`config.mk`:
```
export PLATFORM = sky130hd
export DESIGN_NAME = weighted_edit_distance_matcher_top
export DESIGN_NICKNAME = d
export VERILOG_FILES = /design/src/rtl/wedm_pkg.sv /design/src/rtl/wedm_cell.sv /design/src/rtl/weighted_edit_distance_matcher_top.sv
export SDC_FILE = /design/constraint.sdc
export NUM_CORES = 1
export LEC_CHECK = 0
export BUFFER_PORTS_ARGS = -buffer_cell sky130_fd_sc_hd__buf_2
export CAP_MARGIN = 20
export CORE_MARGIN = 1.5
export CORE_UTILIZATION = 35
export DETAILED_ROUTE_END_ITERATION = 8
export REMOVE_ABC_BUFFERS = 1
export SLEW_MARGIN = 20
export SYNTH_ARGS = -nofsm -noshare
export SYNTH_HDL_FRONTEND = slang
export SYNTH_SLANG_ARGS = --single-unit
export TNS_END_PERCENT = 1
```
`constraint.sdc`:
```
create_clock -name clock -period 8 [get_ports clock]
set_input_delay 1.6 -clock clock [delete_from_list [all_inputs] [get_ports clock]]
set_output_delay 1.6 -clock clock [all_outputs]
set_load 0.02 [all_outputs]
```
`src/rtl/wedm_pkg.sv`:
```
// Shared types, register codes and helpers for the weighted edit distance matcher.
package wedm_pkg;

   localparam int CHAR_W     = 8;
   localparam int COST_W     = 4;
   localparam int CSR_IDX_W  = 2;
   localparam int OUT_DIST_W = 10;
   localparam int OUT_THR_W  = 3;

   localparam logic [OUT_DIST_W-1:0] DIST_SAT = 10'd1023;

   localparam logic [CSR_IDX_W-1:0] CSR_INSERT     = 2'd0;
   localparam logic [CSR_IDX_W-1:0] CSR_SUBSTITUTE = 2'd1;
   localparam logic [CSR_IDX_W-1:0] CSR_DELETE     = 2'd2;

   localparam logic [COST_W-1:0] INSERT_RESET     = 4'd1;
   localparam logic [COST_W-1:0] SUBSTITUTE_RESET = 4'd2;
   localparam logic [COST_W-1:0] DELETE_RESET     = 4'd3;

   typedef enum logic [1:0] {
      FUNC_REQ  = 2'd0,
      FUNC_FND  = 2'd1,
      FUNC_EVAL = 2'd2
   } func_type;

   typedef enum logic [2:0] {
      ST_IDLE,
      ST_INIT,
      ST_ROW_PRE,
      ST_ROW_HEAD,
      ST_CELL
   } state_type;

   typedef struct packed {
      logic [1:0]        func;
      logic [CHAR_W-1:0] ch;
   } req_type;

   typedef struct packed {
      logic                  accepted;
      logic                  length_rejected;
      logic [OUT_DIST_W-1:0] distance;
      logic [OUT_THR_W-1:0]  threshold_used;
   } rsp_type;

   typedef struct packed {
      logic [COST_W-1:0] insert;
      logic [COST_W-1:0] substitute;
      logic [COST_W-1:0] delete;
   } cost_type;

   // Maps lower case ASCII letters to upper case; every other byte passes.
   function automatic logic [CHAR_W-1:0] fold_case(input logic [CHAR_W-1:0] c);
      logic [CHAR_W-1:0] r;
      r = c;
      if (c inside {[8'h61:8'h7A]}) begin
         r = c - 8'd32;
      end
      return r;
   endfunction

endpackage

```
`src/rtl/wedm_cell.sv`:
```
// One cell of the distance table: the shared add and three-way minimum unit.
module wedm_cell import wedm_pkg::*; #(
   parameter int DIST_W = 10
) (
   input  cost_type          cost,
   input  logic [DIST_W-1:0] diag,
   input  logic [DIST_W-1:0] left,
   input  logic [DIST_W-1:0] up,
   input  logic [CHAR_W-1:0] rc,
   input  logic [CHAR_W-1:0] fc,
   output logic [DIST_W-1:0] cell_min
);

   localparam int SUM_W = DIST_W + 1;

   logic [SUM_W-1:0] sum_sub;
   logic [SUM_W-1:0] sum_ins;
   logic [SUM_W-1:0] sum_del;
   logic [SUM_W-1:0] min_a;
   logic [SUM_W-1:0] min_b;

   always_comb begin
      // The requested character arrives already folded.
      sum_sub = {1'b0, diag} +
                ((rc == fold_case(fc)) ? '0 : SUM_W'(cost.substitute));
      sum_ins = {1'b0, left} + SUM_W'(cost.insert);
      sum_del = {1'b0, up} + SUM_W'(cost.delete);
      min_a   = (sum_sub < sum_ins) ? sum_sub : sum_ins;
      min_b   = (min_a < sum_del) ? min_a : sum_del;
      cell_min = min_b[DIST_W-1:0];
   end

endmodule

```
`src/rtl/weighted_edit_distance_matcher_top.sv`:
```
// Top level of the weighted edit distance matcher: sequencer, stores and registers.
//
// Words enter on the command channel: a word is taken at a clock edge where start is
// high and busy is low. func 0 appends ch to the requested string, func 1 to the found
// string; each string keeps its first MAX_LEN bytes. An append gives no result, and
// func 3 is ignored.
// func 2 evaluates and clears both strings. With rlen and flen the two lengths, an
// evaluate rejected on length gives its result word on the cycle after it is taken.
// Otherwise busy is high while a single cell unit fills the distance table one cell
// per cycle: first the top row, then each of the rlen rows, which the states
// ST_ROW_PRE and ST_ROW_HEAD open by reading the row memory and writing the left edge.
// The result word appears in the first cycle that busy is low again.
// A result word is on rsp_data, marked by rsp_valid for exactly one cycle; the
// receiver cannot stall it, and the block may take the next command word meanwhile.
// Cost registers are written on the csr channel, which is always ready; the user must
// make writes only while idle, not enforced by the block. Synchronous reset returns the
// costs to 1, 2 and 3 and empties both strings; the character stores need no clearing pass.
module weighted_edit_distance_matcher_top import wedm_pkg::*; #(
   parameter int MAX_LEN = 20
) (
   input  logic                 clock,
   input  logic                 reset,
   input  logic                 start,
   output logic                 busy,
   input  req_type              req_data,
   output logic                 rsp_valid,
   output rsp_type              rsp_data,
   input  logic                 csr_valid,
   output logic                 csr_ready,
   input  logic [CSR_IDX_W-1:0] csr_index,
   input  logic [COST_W-1:0]    csr_data
);

   localparam int CNT_W  = $clog2(MAX_LEN + 1);
   localparam int IDX_W  = (MAX_LEN > 1) ? $clog2(MAX_LEN) : 1;
   localparam int THR_W  = (CNT_W > OUT_THR_W) ? CNT_W : OUT_THR_W;
   localparam int DIST_W = $clog2(2 * MAX_LEN * 15 + 1);
   localparam int SAT_W  = (DIST_W > OUT_DIST_W) ? DIST_W : OUT_DIST_W;

   state_type          state_ff, state_in;
   cost_type           cost_ff, cost_in;
   logic [CNT_W-1:0]   req_cnt_ff, req_cnt_in;
   logic [CNT_W-1:0]   fnd_cnt_ff, fnd_cnt_in;
   logic               rsp_valid_ff, rsp_valid_in;
   rsp_type            rsp_ff, rsp_in;

   logic [CNT_W-1:0]   rlen_ff, rlen_in;
   logic [CNT_W-1:0]   flen_ff, flen_in;
   logic [THR_W-1:0]   thr_ff, thr_in;
   logic [CNT_W-1:0]   i_ff, i_in;
   logic [CNT_W-1:0]   j_ff, j_in;
   logic [DIST_W-1:0]  acc_ff, acc_in;
   logic [DIST_W-1:0]  diag_ff, diag_in;
   logic [CHAR_W-1:0]  rc_ff, rc_in;

   logic [CHAR_W-1:0]  req_mem [MAX_LEN];
   logic [CHAR_W-1:0]  fnd_mem [MAX_LEN];
   logic [DIST_W-1:0]  row_mem [MAX_LEN + 1];
   logic [CHAR_W-1:0]  rd_req_ff;
   logic [CHAR_W-1:0]  rd_fnd_ff;
   logic [DIST_W-1:0]  rd_row_ff;

   logic               req_we, fnd_we;
   logic [IDX_W-1:0]   chr_waddr;
   logic               req_re, fnd_re, row_re, row_we;
   logic [IDX_W-1:0]   req_raddr, fnd_raddr;
   logic [CNT_W-1:0]   row_raddr, row_waddr;
   logic [DIST_W-1:0]  row_wdata;

   logic [CNT_W:0]     rlen_p2;
   logic [THR_W-1:0]   thr_calc;
   logic [CNT_W-1:0]   len_diff;
   logic               len_reject;
   logic [CNT_W-1:0]   i_m1;
   logic [DIST_W-1:0]  head_sum;
   logic [DIST_W-1:0]  cell_min;

   function automatic rsp_type make_rsp(input logic [DIST_W-1:0] dist_val,
                                        input logic [THR_W-1:0]  thr);
      rsp_type          r;
      logic [SAT_W-1:0] dist_ext;
      dist_ext          = SAT_W'(dist_val);
      r.accepted        = (dist_val <= DIST_W'(thr));
      r.length_rejected = 1'b0;
      r.distance        = (dist_ext > SAT_W'(DIST_SAT)) ? DIST_SAT
                                                        : dist_ext[OUT_DIST_W-1:0];
      r.threshold_used  = thr[OUT_THR_W-1:0];
      return r;
   endfunction

   wedm_cell #(
      .DIST_W(DIST_W)
   ) u_cell (
      .cost    (cost_ff),
      .diag    (diag_ff),
      .left    (acc_ff),
      .up      (rd_row_ff),
      .rc      (rc_ff),
      .fc      (rd_fnd_ff),
      .cell_min(cell_min)
   );

   assign busy      = (state_ff != ST_IDLE);
   assign csr_ready = 1'b1;
   assign rsp_valid = rsp_valid_ff;
   assign rsp_data  = rsp_ff;

   always_comb begin
      rlen_p2    = {1'b0, req_cnt_ff} + (CNT_W + 1)'(2);
      thr_calc   = THR_W'(rlen_p2 >> 2) + THR_W'(1);
      len_diff   = (req_cnt_ff > fnd_cnt_ff) ? (req_cnt_ff - fnd_cnt_ff)
                                             : (fnd_cnt_ff - req_cnt_ff);
      len_reject = (THR_W'(len_diff) > thr_calc);
      i_m1       = i_ff - CNT_W'(1);
      head_sum   = rd_row_ff + DIST_W'(cost_ff.delete);
   end

   always_comb begin
      state_in     = state_ff;
      cost_in      = cost_ff;
      req_cnt_in   = req_cnt_ff;
      fnd_cnt_in   = fnd_cnt_ff;
      rsp_valid_in = 1'b0;
      rsp_in       = rsp_ff;
      rlen_in      = rlen_ff;
      flen_in      = flen_ff;
      thr_in       = thr_ff;
      i_in         = i_ff;
      j_in         = j_ff;
      acc_in       = acc_ff;
      diag_in      = diag_ff;
      rc_in        = rc_ff;
      req_we       = 1'b0;
      fnd_we       = 1'b0;
      chr_waddr    = '0;
      req_re       = 1'b0;
      fnd_re       = 1'b0;
      row_re       = 1'b0;
      row_we       = 1'b0;
      req_raddr    = '0;
      fnd_raddr    = '0;
      row_raddr    = '0;
      row_waddr    = '0;
      row_wdata    = '0;

      if (csr_valid) begin
         case (csr_index)
            CSR_INSERT:     cost_in.insert     = csr_data;
            CSR_SUBSTITUTE: cost_in.substitute = csr_data;
            CSR_DELETE:     cost_in.delete     = csr_data;
            default: ;
         endcase
      end

      case (state_ff)
         ST_IDLE: begin
            if (start) begin
               case (req_data.func)
                  FUNC_REQ: begin
                     if (req_cnt_ff < CNT_W'(MAX_LEN)) begin
                        req_we     = 1'b1;
                        chr_waddr  = req_cnt_ff[IDX_W-1:0];
                        req_cnt_in = req_cnt_ff + CNT_W'(1);
                     end
                  end
                  FUNC_FND: begin
                     if (fnd_cnt_ff < CNT_W'(MAX_LEN)) begin
                        fnd_we     = 1'b1;
                        chr_waddr  = fnd_cnt_ff[IDX_W-1:0];
                        fnd_cnt_in = fnd_cnt_ff + CNT_W'(1);
                     end
                  end
                  FUNC_EVAL: begin
                     rlen_in    = req_cnt_ff;
                     flen_in    = fnd_cnt_ff;
                     thr_in     = thr_calc;
                     req_cnt_in = '0;
                     fnd_cnt_in = '0;
                     if (len_reject) begin
                        rsp_valid_in           = 1'b1;
                        rsp_in.accepted        = 1'b0;
                        rsp_in.length_rejected = 1'b1;
                        rsp_in.distance        = '0;
                        rsp_in.threshold_used  = thr_calc[OUT_THR_W-1:0];
                     end else begin
                        j_in     = '0;
                        acc_in   = '0;
                        state_in = ST_INIT;
                     end
                  end
                  default: ;
               endcase
            end
         end
         ST_INIT: begin
            // First row: each entry is the previous one plus the insert cost.
            row_we    = 1'b1;
            row_waddr = j_ff;
            row_wdata = acc_ff;
            if (j_ff == flen_ff) begin
               if (rlen_ff == '0) begin
                  rsp_valid_in = 1'b1;
                  rsp_in       = make_rsp(acc_ff, thr_ff);
                  state_in     = ST_IDLE;
               end else begin
                  i_in     = CNT_W'(1);
                  state_in = ST_ROW_PRE;
               end
            end else begin
               j_in   = j_ff + CNT_W'(1);
               acc_in = acc_ff + DIST_W'(cost_ff.insert);
            end
         end
         ST_ROW_PRE: begin
            row_re    = 1'b1;
            row_raddr = '0;
            req_re    = 1'b1;
            req_raddr = i_m1[IDX_W-1:0];
            state_in  = ST_ROW_HEAD;
         end
         ST_ROW_HEAD: begin
            // Left edge of the row; the old value becomes the first diagonal.
            row_we    = 1'b1;
            row_waddr = '0;
            row_wdata = head_sum;
            acc_in    = head_sum;
            diag_in   = rd_row_ff;
            rc_in     = fold_case(rd_req_ff);
            if (flen_ff == '0) begin
               if (i_ff == rlen_ff) begin
                  rsp_valid_in = 1'b1;
                  rsp_in       = make_rsp(head_sum, thr_ff);
                  state_in     = ST_IDLE;
               end else begin
                  i_in     = i_ff + CNT_W'(1);
                  state_in = ST_ROW_PRE;
               end
            end else begin
               row_re    = 1'b1;
               row_raddr = CNT_W'(1);
               fnd_re    = 1'b1;
               fnd_raddr = '0;
               j_in      = CNT_W'(1);
               state_in  = ST_CELL;
            end
         end
         ST_CELL: begin
            // The read for the next column is issued while this column is written.
            row_we    = 1'b1;
            row_waddr = j_ff;
            row_wdata = cell_min;
            acc_in    = cell_min;
            diag_in   = rd_row_ff;
            if (j_ff == flen_ff) begin
               if (i_ff == rlen_ff) begin
                  rsp_valid_in = 1'b1;
                  rsp_in       = make_rsp(cell_min, thr_ff);
                  state_in     = ST_IDLE;
               end else begin
                  i_in     = i_ff + CNT_W'(1);
                  state_in = ST_ROW_PRE;
               end
            end else begin
               row_re    = 1'b1;
               row_raddr = j_ff + CNT_W'(1);
               fnd_re    = 1'b1;
               fnd_raddr = j_ff[IDX_W-1:0];
               j_in      = j_ff + CNT_W'(1);
            end
         end
         default: begin
            state_in = ST_IDLE;
         end
      endcase
   end

   always_ff @(posedge clock) begin
      if (reset) begin
         state_ff           <= ST_IDLE;
         cost_ff.insert     <= INSERT_RESET;
         cost_ff.substitute <= SUBSTITUTE_RESET;
         cost_ff.delete     <= DELETE_RESET;
         req_cnt_ff         <= '0;
         fnd_cnt_ff         <= '0;
         rsp_valid_ff       <= 1'b0;
      end else begin
         state_ff     <= state_in;
         cost_ff      <= cost_in;
         req_cnt_ff   <= req_cnt_in;
         fnd_cnt_ff   <= fnd_cnt_in;
         rsp_valid_ff <= rsp_valid_in;
      end
   end

   always_ff @(posedge clock) begin
      rsp_ff  <= rsp_in;
      rlen_ff <= rlen_in;
      flen_ff <= flen_in;
      thr_ff  <= thr_in;
      i_ff    <= i_in;
      j_ff    <= j_in;
      acc_ff  <= acc_in;
      diag_ff <= diag_in;
      rc_ff   <= rc_in;
   end

   always_ff @(posedge clock) begin
      if (req_we) begin
         req_mem[chr_waddr] <= req_data.ch;
      end
      if (req_re) begin
         rd_req_ff <= req_mem[req_raddr];
      end
   end

   always_ff @(posedge clock) begin
      if (fnd_we) begin
         fnd_mem[chr_waddr] <= req_data.ch;
      end
      if (fnd_re) begin
         rd_fnd_ff <= fnd_mem[fnd_raddr];
      end
   end

   always_ff @(posedge clock) begin
      if (row_we) begin
         row_mem[row_waddr] <= row_wdata;
      end
      if (row_re) begin
         rd_row_ff <= row_mem[row_raddr];
      end
   end

   // Both strings are emptied when an evaluation starts, so they stay empty while busy.
   assert property (@(posedge clock) disable iff (reset)
      busy |-> (req_cnt_ff == '0) && (fnd_cnt_ff == '0))
      else $error("string count not cleared during evaluation");

   assert property (@(posedge clock) disable iff (reset)
      (req_cnt_ff <= CNT_W'(MAX_LEN)) && (fnd_cnt_ff <= CNT_W'(MAX_LEN)))
      else $error("string count beyond store depth");

   assert property (@(posedge clock) disable iff (reset)
      (state_ff == ST_CELL) |-> (j_ff != '0) && (j_ff <= flen_ff))
      else $error("cell column outside the found string");

   assert property (@(posedge clock) disable iff (reset)
      (rsp_valid_ff && rsp_ff.length_rejected) |->
         (rsp_ff.distance == '0) && !rsp_ff.accepted)
      else $error("length rejection carries a distance or an accept");

   assert property (@(posedge clock) disable iff (reset)
      rsp_valid_ff |-> $past(busy || (start && (req_data.func == FUNC_EVAL))))
      else $error("result word without an evaluation");

endmodule
```
==> results.toml, run 1 <==
[drt]
final_antenna_net_count = 0
via_per_inst = 5.439
dr.first_iter.drc_count = 1667
route.detailed.drc = 0
vias = 18260
wire_per_inst_um = 21.90
drt_pass1_iterations = 7
routed_wl_mm = 73.53

[floorplanning]
core_um2 = 83420
die_area_um2 = 85750
die_w_um = 292.8
rows = 106
die_y_um = 292.8
initial_core_util = 0.3524
ios = 38

[worst_setup_path]
cp-end-kind = "register"
reg2reg_depth = 29
crit_fanout = 21
cp_slowest_stage_delay_ns = 0.61
r2r-end = "row_mem[3][2]$_DFFE_PP_"
cp_slowest_cell = "nand2_1"
worstPathRequired_ns = 8.11
crit_type = "register to register"
reg2reg_slack_ns = 0.51
critPathLaunchType = "register"
arrival_ns = 7.60
r2r_start = "rd_fnd_ff[3]$_DFFE_PP_"

[pwr]
power_density_nw_per_um2 = 274.0
leakagePower_uw = 0.01131
vdd.ir_drop.worst_v = 0.0001470
p_total_uw = 9106

[synth]
async_reset_ff_frac = 0
syn_area_per_cell_um2 = 13.51
synth_cell_type_count = 80
ys_warn_count = 0
ys_ff_latch = 650
synth_area_um2 = 29400
synth-edff-count = 624
synth_ff_type = "edfxtp_1"
ys_seq_area_frac = 0.6551
synth_cells = 2176

[global_route]
antenna_found_initial = 1
grt_pass1_vias = 17880
grt_pass1_wl_mm = 110.9
grt_max_degree = 45
grt_overflow = 0
track_usage = 0.1695

[timing]
report.final.slew_viol_count = 0
setup_tns_ns = 0
rsz0062_at_grt = "no"
maxSlewHeadroom = 0.2552
max_freq_mhz = 133.5
fin_skew_ns = 0.02008
timing.final.crit_share = 0.9366
setup_viol = 0
hold_viol_final = 0
fin_hold_ws_ns = 0.4829
period_minus_slack_ns = 7.493
tightest_slew_ns = 1.113

[place]
place.gp.congestion = 0.8766
dp_cells = 3228
portBuffers = 36
hpwl_mm = 48.74

[clocking]
cts_tree = "done"
path_clk_slew_ns = 0.06
cts-root-buf = "clkbuf_16"
cts.sink_count = 650
clk-insertion-delay-late_ns = 0.61
ctsHtreeMaxLevel = 3
ctsHoldBuffers = 0
cts-buffers-inserted = 69
clock_path_buffers = 3

[cells_and_area]
antennaDiodeCount = 0
num-nets-final = 2320
finalCoreUtilization = 0.3984
fin_cells = 3358
syn_to_final_growth_pct = 13.05
final_cell_mix = "edfxtp_1 (624), nand2_1 (200), nor2_1 (188)"
drive_gt1_frac = 0.1124
final_common_cell = "edfxtp_1"

[hold_path]
whs_path_depth = 0
hold_end = "rc_ff[2]$_DFFE_PP_"
min_path_type = "register to register"
hold_start = "rd_req_ff[2]$_DFFE_PP_"

[flow_run]
maxCapViolCount = 0

[status]
status = "completed"
-- report_power, final --
part	leakage (uW)	internal [uW]	switching, uW
Combinational	0.00431	604	1170
Sequential	0.00588	3960	105
Clock	0.00112	1940	1320
Total	0.0113	6500	2600
-- synth_stat cells, drive strengths merged, types with 23 or more instances --
master | n | area [um2]
ha | 70 | 875.8
mux2i | 147 | 1471
inv | 69 | 259.0
xor2 | 26 | 227.7
a21oi | 96 | 480.5
edfxtp | 624 | 18740
clkbuf | 53 | 200.2
mux4 | 27 | 608.1
or3 | 31 | 193.9
nand2 | 201 | 757.0
o21ai | 75 | 375.4
nor3 | 33 | 165.2
xnor2 | 27 | 236.5
dfxtp | 26 | 520.5
o211ai | 28 | 220.2
and2 | 23 | 143.9
a221oi | 23 | 207.7
buf | 51 | 334.1
nand3 | 49 | 245.2
nor2 | 196 | 738.2
a211oi | 42 | 327.8
-- state kept, by name, indices dropped and copies added (netlist names) --
| register | flops |
|---|---|
| flen_ff | 5 |
| j_ff | 5 |
| fnd_cnt_ff | 5 |
| rlen_ff | 5 |
| acc_ff | 10 |
| rd_fnd_ff | 8 |
| i_ff | 5 |
| thr_ff | 5 |
| req_mem | 160 |
| rsp_valid | 1 |
| rd_req_ff | 8 |
| fnd_mem | 160 |
| req_cnt_ff | 5 |
| diag_ff | 10 |
| row_mem | 210 |
| rsp_data | 15 |
| rc_ff | 8 |
| cost_ff | 12 |
| state_ff | 3 |
| rd_row_ff | 10 |
-- worst max-delay path, delay by kind of cell (launching register included) --
family | cells | cell delay [ns]
simple gates | 6 | 1.11
compound gates | 14 | 3.33
buf+inv | 3 | 0.31
fa+ha+maj | 4 | 1.27
flops | 1 | 0.40
mux | 2 | 0.56
-- final cells by class --
type	count	area, um2
fillers	7626	50190
inverters	69	259.0
well taps	1080	1351
repair buffers	81	538.0
clock inverters	41	504.2
clock buffers	83	1800
multi-input cells	1354	9524
flip-flops and latches	650	19260
-- how the worst max path moves through the flow --
stage	slack [ns]	startpoint	to	cells after the start
global placement	0.47	rd_fnd_ff[3]$_DFFE_PP_	rsp_data[14]$_DFFE_PP_	34
detailed placement	0.18	rd_fnd_ff[3]$_DFFE_PP_	rsp_data[14]$_DFFE_PP_	34
CTS	0.13	rd_fnd_ff[3]$_DFFE_PP_	rsp_data[14]$_DFFE_PP_	34
floorplan	0.91	rd_fnd_ff[3]$_DFFE_PP_	rsp_data[14]$_DFFE_PP_	34
global route	0.04	rd_fnd_ff[3]$_DFFE_PP_	rsp_data[14]$_DFFE_PP_	37
finish	0.51	rd_fnd_ff[3]$_DFFE_PP_	row_mem[3][2]$_DFFE_PP_	29
-- metal layers --
layer,vias up,GRT usage,share of wire
met2,571,0.2768,0.48
met1,9197,0.2359,0.45
met5,-,0,0
met3,101,0.02504,0.055
li1,8394,-,-
met4,0,0.04537,0.022
-- per-stage QoR --
step                      setup WS, ns  area [um2]
after detailed placement        0.1799       30860
final                           0.5074       33240
after global routing           0.03747       33240
after CTS                       0.1283       33160
after floorplan                 0.9097       28870
after global placement          0.4716       30800
-- cell families after synthesis --
kind of cell,synth area share
AO/OA/AOI/OAI,0.09435
XOR/XNOR,0.01579
adder cells (fa/ha/maj),0.03354
buffers and inverters,0.02698
flip-flops,0.6551
multiplexers,0.07533
other,0.0001276
AND/OR/NAND/NOR,0.09882
-- timing repair --
| item | in CTS | in global routing |
|---|---|---|
| gates resized for setup | 0 | 8 |
| setup buffers | 0 | 4 |
| setup endpoints to repair | 0 | 211 |
No activity file was read; power rests on OpenSTA's default activity.
==> inputs of run 2 (changes only) <==
--- a/config.mk
+++ b/config.mk
@@ -10,6 +10,7 @@
 export CORE_MARGIN = 1.5
 export CORE_UTILIZATION = 35
 export DETAILED_ROUTE_END_ITERATION = 8
+export GPL_TIMING_DRIVEN = 0
 export REMOVE_ABC_BUFFERS = 1
 export SLEW_MARGIN = 20
 export SYNTH_ARGS = -nofsm -noshare
==> run 2 against run 1 <==
Net effect: clock skew is 0.0072 ns higher; critical endpoint is now rsp_data[14]$_DFFE_PP_; final cell count hardly changed; largest power group unchanged; combinational power is 2% higher; sequential power hardly changed; final area is 0.61% higher; setup slack worse by 0.060 ns.
==> results.toml, run 2 (synthesized netlist as in run 1, its figures left out) <==
[status]
status = "completed"

[pwr]
power_density_nw_per_um2 = 269.6
leakagePower_uw = 0.01134
vdd.ir_drop.worst_v = 0.0001392

[timing]
max_freq_mhz = 132.4
period_minus_slack_ns = 7.552
fin_skew_ns = 0.02733
fin_ws_ns = 0.4477
maxSlewHeadroom = 0.2879
hold_viol_final = 0
timing.final.crit_share = 0.9440
tightest_slew_ns = 1.064
fin_hold_ws_ns = 0.4778
report.final.slew_viol_count = 0
setup_viol = 0

[floorplanning]
die_w_um = 292.8
die_area_um2 = 85750
core_um2 = 83420
ios = 38
rows = 106
initial_core_util = 0.3524
die_y_um = 292.8

[worst_setup_path]
reg2reg_slack_ns = 0.45
r2r_start = "rd_fnd_ff[0]$_DFFE_PP_"
crit_path_end = "rsp_data[14]$_DFFE_PP_"
r2r-end = "rsp_data[14]$_DFFE_PP_"
cp_slowest_cell = "edfxtp_1"
cp_slowest_stage_delay_ns = 0.43
critPathLaunchType = "register"
critPathBufInv = 1
worstPathRequired_ns = 8.40
cp-end-kind = "register"
crit_type = "register to register"
crit_fanout = 7
cpLargestDelayFamily = "compound AO/OA/AOI/OAI gates"
path_common_cell = "ha_1"
arrival_ns = 7.95
setup.worst_path.start = "rd_fnd_ff[0]$_DFFE_PP_"
reg2reg_depth = 34
cp.depth = 34

[cells_and_area]
regMostFlops = "row_mem"
num-nets-final = 2320
finalCoreUtilization = 0.4008
fill_cells = 7609
final_common_cell = "edfxtp_1"
syn_to_final_growth_pct = 13.73
final_cell_mix = "edfxtp_1 (624), nand2_1 (199), nor2_1 (186)"
fin_area_um2 = 33440
largestRegisters = "row_mem: 210 flops, fnd_mem: 160 flops, req_mem: 160 flops"
largest_register_ffs = 210
drive_gt1_frac = 0.1185

[place]
dp_slack_ns = -0.8807
place.gp.congestion = 0.8836
placed_area_um2 = 31080
portBuffers = 36
hpwl_mm = 48.67

[global_route]
antenna_found_initial = 1
grt_max_degree = 41
grt_pass1_wl_mm = 109.0
track_usage = 0.1654
grt_pass1_vias = 18090
grt_overflow = 0

[drt]
wire_per_inst_um = 21.26
drt_pass1_iterations = 6
final_antenna_net_count = 0
route.detailed.drc = 0
routed_wl_mm = 71.41
dr.first_iter.drc_count = 1566
vias = 18090
via_per_inst = 5.385

[clocking]
cts-root-buf = "clkbuf_16"
ctsHtreeMaxLevel = 3
path_clk_slew_ns = 0.06
cts-buffers-inserted = 70
ctsHoldBuffers = 0
cts.sink_count = 650
clock_path_buffers = 3
clk-insertion-delay-late_ns = 0.62
cts_tree = "done"

[hold_path]
min_path_type = "register to register"

[flow_run]
maxCapViolCount = 0
## run 2: cell types whose count changed in the layout (fill, tap and decap cells not counted), sizes merged
cell,previous run,this run
clkbuf,83,89
buf,81,80
diode,0,1
clkinv,25,24
bufinv,10,5
clkinvlp,1,2
## run 2: how the worst min path moves through the flow
stage                                  from                 endpoint  slack, ns  cells past startpoint
detailed placement   rd_req_ff[0]$_DFFE_PP_       rc_ff[0]$_DFFE_PP_       0.46                      0
CTS                  rd_req_ff[0]$_DFFE_PP_       rc_ff[0]$_DFFE_PP_       0.48                      0
finish               rd_req_ff[0]$_DFFE_PP_       rc_ff[0]$_DFFE_PP_       0.48                      0
floorplan           cost_ff[5]$_SDFFE_PP1P_  cost_ff[5]$_SDFFE_PP1P_       0.43                      1
global placement    cost_ff[5]$_SDFFE_PP1P_  cost_ff[5]$_SDFFE_PP1P_       0.45                      1
global route         rd_row_ff[2]$_DFFE_PP_     diag_ff[2]$_DFFE_PN_       0.49                      0
## run 2: per-layer routing
layer  global-route usage  vias up  wire [um]
met5                    0        -          0
met4              0.05017        0       1845
met3              0.02512      107       4155
met2               0.2760      552      34590
met1               0.2224     9043      30830
li1                     -     8386          -
## run 2: timing repair
item / CTS / global route
setup buffers: 2 / 5
resized for setup: 6 / 16
gates cloned: 1 / 0
setup endpoints to repair: 156 / 184
pin swaps: 1 / 7
## run 2: report_power, final
part	total [uW]	switching (uW)	internal (uW)
combinational	1820	1170	644
clock	3110	1300	1810
sequential	4080	128	3960
total	9010	2610	6410
## run 2: final cells by class
type,instances,area (um2),share of cell area
diodes,1,2.502,0.00007484
clock buffers,89,1854,0.05546
clock inverters,36,321.6,0.009617
inverters,69,259.0,0.007746
multi-input cells,1354,9627,0.2879
flip-flops and latches,650,19260,0.5760
well taps,1080,1351,0.04041
repair buffers,80,763.2,0.02283
## run 2: through the flow
stage                     total power [uW]     TNS, ns  std cells
after detailed placement              5880      -45.94       3223
after global routing                  9360  -0.0008731       3358
after CTS                             9014           0       3351
final                                 9013           0       3359
after global placement                5737     -100.94       3188
after floorplan                       5202           0       2072
